===== config.mk =====
export PLATFORM = sky130hd
export DESIGN_NAME = skvl_cell
export DESIGN_NICKNAME = d
export VERILOG_FILES = /design/src/sv/skvl_pkg.sv /design/src/sv/skvl_cell.sv
export SDC_FILE = /design/constraint.sdc
export NUM_CORES = 1
export LEC_CHECK = 0
export BUFFER_PORTS_ARGS = -buffer_cell sky130_fd_sc_hd__buf_2
export CAP_MARGIN = 40
export CORE_AREA = 2 2 153 155
export DETAILED_ROUTE_END_ITERATION = 10
export DIE_AREA = 0 0 155 157
export PLACE_DENSITY_LB_ADDON = 0.1
export SLEW_MARGIN = 40
export SYNTH_ARGS = -nofsm -noshare
export SYNTH_HDL_FRONTEND = slang
export SYNTH_SLANG_ARGS = --single-unit

===== constraint.sdc =====
create_clock -name clk -period 6 [get_ports clk]
set_clock_uncertainty 0.05 [all_clocks]
set_input_delay 0.6 -clock clk [delete_from_list [all_inputs] [get_ports clk]]
set_output_delay 0.6 -clock clk [all_outputs]
set_load 0.1 [all_outputs]

===== src/sv/skvl_pkg.sv =====
// skvl_pkg: shared types and codes for the sorted key/value leaf table
// used by skvl_cell, sorted_key_value_leaf_table and skvl_checker
`timescale 1ns / 1ps

package skvl_pkg;

  localparam int ENTRIES_DEF     = 64;
  localparam int KEY_WIDTH_DEF   = 32;
  localparam int VALUE_WIDTH_DEF = 64;

  localparam int OP_W     = 2;
  localparam int STATUS_W = 3;
  localparam int FIELD7_W = 7;

  localparam logic [FIELD7_W-1:0] CAP_RESET = 7'd64;

  localparam logic [OP_W-1:0] OP_INSERT = 2'd0;
  localparam logic [OP_W-1:0] OP_LOOKUP = 2'd1;
  localparam logic [OP_W-1:0] OP_REMOVE = 2'd2;

  localparam logic [STATUS_W-1:0] STAT_INSERTED  = 3'd0;
  localparam logic [STATUS_W-1:0] STAT_DUPLICATE = 3'd1;
  localparam logic [STATUS_W-1:0] STAT_FULL      = 3'd2;
  localparam logic [STATUS_W-1:0] STAT_FOUND     = 3'd3;
  localparam logic [STATUS_W-1:0] STAT_NOT_FOUND = 3'd4;
  localparam logic [STATUS_W-1:0] STAT_REMOVED   = 3'd5;

  typedef enum logic [1:0] {
    S_IDLE,
    S_CMP,
    S_EXE
  } state_t;

  // control broadcast to every cell of the row
  typedef struct packed {
    logic cmp;   // capture compare flags
    logic ins;   // open a slot at the boundary and write the new pair
    logic rem;   // close the slot at the boundary
  } cell_ctl_t;

endpackage


===== src/sv/skvl_cell.sv =====
// skvl_cell: one slot of the sorted row, holds a key/value pair and its compare flags
// depends on skvl_pkg; neighbors are wired by sorted_key_value_leaf_table
`timescale 1ns / 1ps

module skvl_cell #(
  parameter int KEY_WIDTH   = skvl_pkg::KEY_WIDTH_DEF,
  parameter int VALUE_WIDTH = skvl_pkg::VALUE_WIDTH_DEF
) (
  input  logic                   clk,
  input  skvl_pkg::cell_ctl_t    ctl,
  input  logic                   occupied,
  input  logic                   lt_left,
  input  logic [KEY_WIDTH-1:0]   search_key,
  input  logic [VALUE_WIDTH-1:0] row_value,
  input  logic [KEY_WIDTH-1:0]   left_key,
  input  logic [VALUE_WIDTH-1:0] left_value,
  input  logic [KEY_WIDTH-1:0]   right_key,
  input  logic [VALUE_WIDTH-1:0] right_value,
  output logic [KEY_WIDTH-1:0]   key,
  output logic [VALUE_WIDTH-1:0] value,
  output logic                   lt,
  output logic                   eq
);
  import skvl_pkg::*;

  always_ff @(posedge clk) begin
    if (ctl.cmp) begin
      lt <= occupied && (key < search_key);
      eq <= occupied && (key == search_key);
    end
    // cells below the boundary keep their pair
    if (ctl.ins && !lt) begin
      if (lt_left) begin
        key   <= search_key;
        value <= row_value;
      end else begin
        key   <= left_key;
        value <= left_value;
      end
    end else if (ctl.rem && !lt) begin
      key   <= right_key;
      value <= right_value;
    end
  end

endmodule


==> impl_metrics.py <==
metrics = {
    "route": {
        "drt-initial-drc-count": 216,
        "routed_wl_mm": 19.52,
        "firstDrtPassIters": 4,
        "drc": 0,
        "vias_per_cell": 4.370,
        "detailroute.via_count": 5248,
        "post_drt_wl_per_cell_um": 16.25,
        "ant_nets": 0,
    },
    "finish": {
        "stdcell_area_um2": 8275,
        "fin_cells": 1201,
        "nets": 1237,
        "antennaDiodeCount": 0,
        "drive_gt1_share_pct": 45.85,
        "syn_to_final_growth_pct": 42.51,
    },
    "global_route": {
        "grt_first_pass_wirelength_mm": 28.33,
        "grt_max_degree": 91,
        "grt_overflow_total": 0,
        "grt_usage_pct": 15.36,
        "antenna_found_initial": 0,
        "grt_pass1_vias": 5069,
    },
    "floorplanning": {
        "die_y_um": 157,
        "rows": 55,
        "die_w_um": 155,
        "core_area_um2": 22500,
        "pin_count": 392,
        "dieArea_um2": 24340,
        "start_util_pct": 25.80,
    },
    "logic_synthesis": {
        "netlist_instances": 534,
        "syn-num-nets": 860,
        "synth.avg_cell_area_um2": 10.87,
        "synth_top_area_share_pct": 50.68,
        "synth_cell_types": 30,
        "ys_seq_elements": 98,
        "yosysSeqAreaShare_pct": 50.68,
        "synth_area_um2": 5807,
        "yosysTopAreaCell": "edfxtp_1",
        "yosysWarnings": 0,
        "synth_area_leaders": "edfxtp_1 (51%), mux2i_1 (17%), o21ai_1 (7.1%)",
    },
    "worst_setup_path": {
        "critPathLaunchType": "flop",
        "timing.rr.start": "lt",
        "path_cells": "nand2b_4, buf_4, o21ai_1",
        "endpoint_kind": "flop",
        "worstPathArrival_ps": 2110,
        "cpMaxStageDelayCell": "buf_4",
        "slowest_delay_ps": 600,
        "cp_max_fo": 68,
        "worstPathRequired_ps": 6020,
        "rr_worst_depth": 3,
        "reg2reg_slack_ps": 3910,
        "critical_path_class": "flop to flop",
        "reg2reg_to": "value[56]",
    },
    "sta": {
        "finalSetupViolCount": 0,
        "final.min_clock_period_ps": 2091,
        "finalSetupTns_ps": 0,
        "post-route-period-util_pct": 34.85,
        "slew_violations": 0,
        "fmax_ghz": 0.4783,
        "finalHoldViolCount": 0,
        "tightest_slew_ps": 740.4,
        "rsz0062_at_grt": "no",
        "relSlewSlack_pct": 50.64,
    },
    "power": {
        "design_power_total_uw": 2317,
        "powerDensity_nw_per_um2": 280.0,
        "ir_worst_vdd_mv": 0.1128,
        "leakage_uw": 0.004192,
    },
    "cts": {
        "htreeDepth": 3,
        "ctsHoldBuffers": 0,
        "cts_sinks": 98,
        "post_cts_resized": 0,
        "clk_pin_slew_ps": 70,
        "postCtsSetupBuffers": 0,
        "numCtsBuffers": 9,
        "cts_tree": "built",
        "clkLatencyLatePin_ps": 350,
        "clockBufferDepth": 2,
        "root_buffer": "clkbuf_16",
    },
    "min_path": {
        "hp-start": "ctl[2]",
        "hold_depth": 1,
        "hp-class": "input pin to flop",
        "hold_end": "eq",
    },
    "placed_design": {
        "place_congestion": 0.8080,
        "io_buffers": 391,
        "dp_hpwl_mm": 15.59,
        "dp_cells": 1184,
        "post_dp_cell_area_um2": 7981,
    },
    "flow_run": {
        "drv_cap": 0,
    },
    "status": {
        "status": "completed",
    },
}
## metrics by stage
stage / setup slack [ps] / utilization [%] / hold WS, ps
finish: 3909 / 36.78 / 424.4
global route: 3738 / 36.78 / 414.5
CTS: 3735 / 36.67 / 406.5
detailed placement: 3641 / 35.47 / 764.7
global placement: 3687 / 35.47 / 754.4
floorplan: 436.5 / - / 662.5
## cells by family (layout without fill, tap and decap cells)
logic type,count (synthesis),count (layout),synth area share [%]
adder cells (fa/ha/maj),32,32,6.895
AO/OA/AOI/OAI,121,121,11.12
multiplexers,96,96,16.55
buffers and inverters,64,446,5.537
AND/OR/NAND/NOR,123,123,9.222
flip-flops,98,98,50.68
## Yosys cell counts
library cell / count
nand2_1: 102
edfxtp_1: 98
mux2i_1: 96
o21ai_1: 82
ha_1: 32
inv_1: 32
o21ai_0: 17
a21oi_1: 11
buf_2: 11
clkbuf_1: 9
buf_4: 6
buf_6: 6
nand4_1: 5
nor2_1: 5
a21o_1: 3
nand4_2: 2
nor4_1: 2
nor4_2: 2
o21a_1: 2
a211oi_1: 1
a211oi_2: 1
a2bb2oi_1: 1
nand2b_1: 1
nand3_1: 1
nand4b_1: 1
nor2b_1: 1
nor2b_4: 1
o211a_1: 1
o211ai_1: 1
o221a_1: 1
## registers in the layout, summed over array words and instances, names as in the netlist
| signal | flops |
|---|---|
| key | 32 |
| lt | 1 |
| value | 64 |
| eq | 1 |
## final cells by class
| cell class | instances | area [µm²] |
|---|---|---|
| Fill cell | 2367 | 14230 |
| Sequential cell | 98 | 2943 |
| Multi-Input combinational cell | 372 | 2557 |
| Timing Repair Buffer | 398 | 2028 |
| Tap cell | 285 | 356.6 |
| Clock buffer | 10 | 229.0 |
| Inverter | 32 | 120.1 |
| Clock inverter | 6 | 41.29 |
## cells in the final DEF, fill, tap and decap left out, types with 2 or more instances in the layout
cell and n:
o21ai_0 17, nor4_1 2, a21oi_1 11, ha_1 32, o21a_1 2, clkinvlp_4 2, clkbuf_16 9, a21o_1 3
inv_6 2, nand4_2 2, nand2_1 102, inv_1 32, o21ai_1 82, mux2i_1 96, buf_4 6, nor2_1 4
nor4_2 2, buf_2 390, nand4_1 5, edfxtp_1 98
## worst max-delay path, delay by kind of cell, from the launching register on
kind                   cells  cell delay (ps)
DFF                        1              510
buffers and inverters      1              600
and+or+nand+nor            1              430
AOI/OAI and AO/OA          1              170
## power breakdown
group	internal (µW)	switching, µW
logic	204	686
clock network	283	277
registers	844	22.8
total	1330	986
## worst max path at each step
stage,slack (ps),start,to,cells after the start
finish,3910,lt,value[56],3
global route,3740,lt,key[8],3
CTS,3740,lt,value[12],3
detailed placement,3640,ctl[1],value[10],4
global placement,3690,ctl[1],value[13],4
floorplan,440,lt,key[0],1
## per-layer routing
metal / part of all wire, % / wire length [µm] / GRT usage (%)
met1: 39 / 7655 / 17.28
met2: 52 / 10080 / 28.08
met3: 7.5 / 1460 / 4.102
met4: 1.6 / 316 / 5.247
met5: 0 / 0 / 0
(Power assumes the default switching activity.)
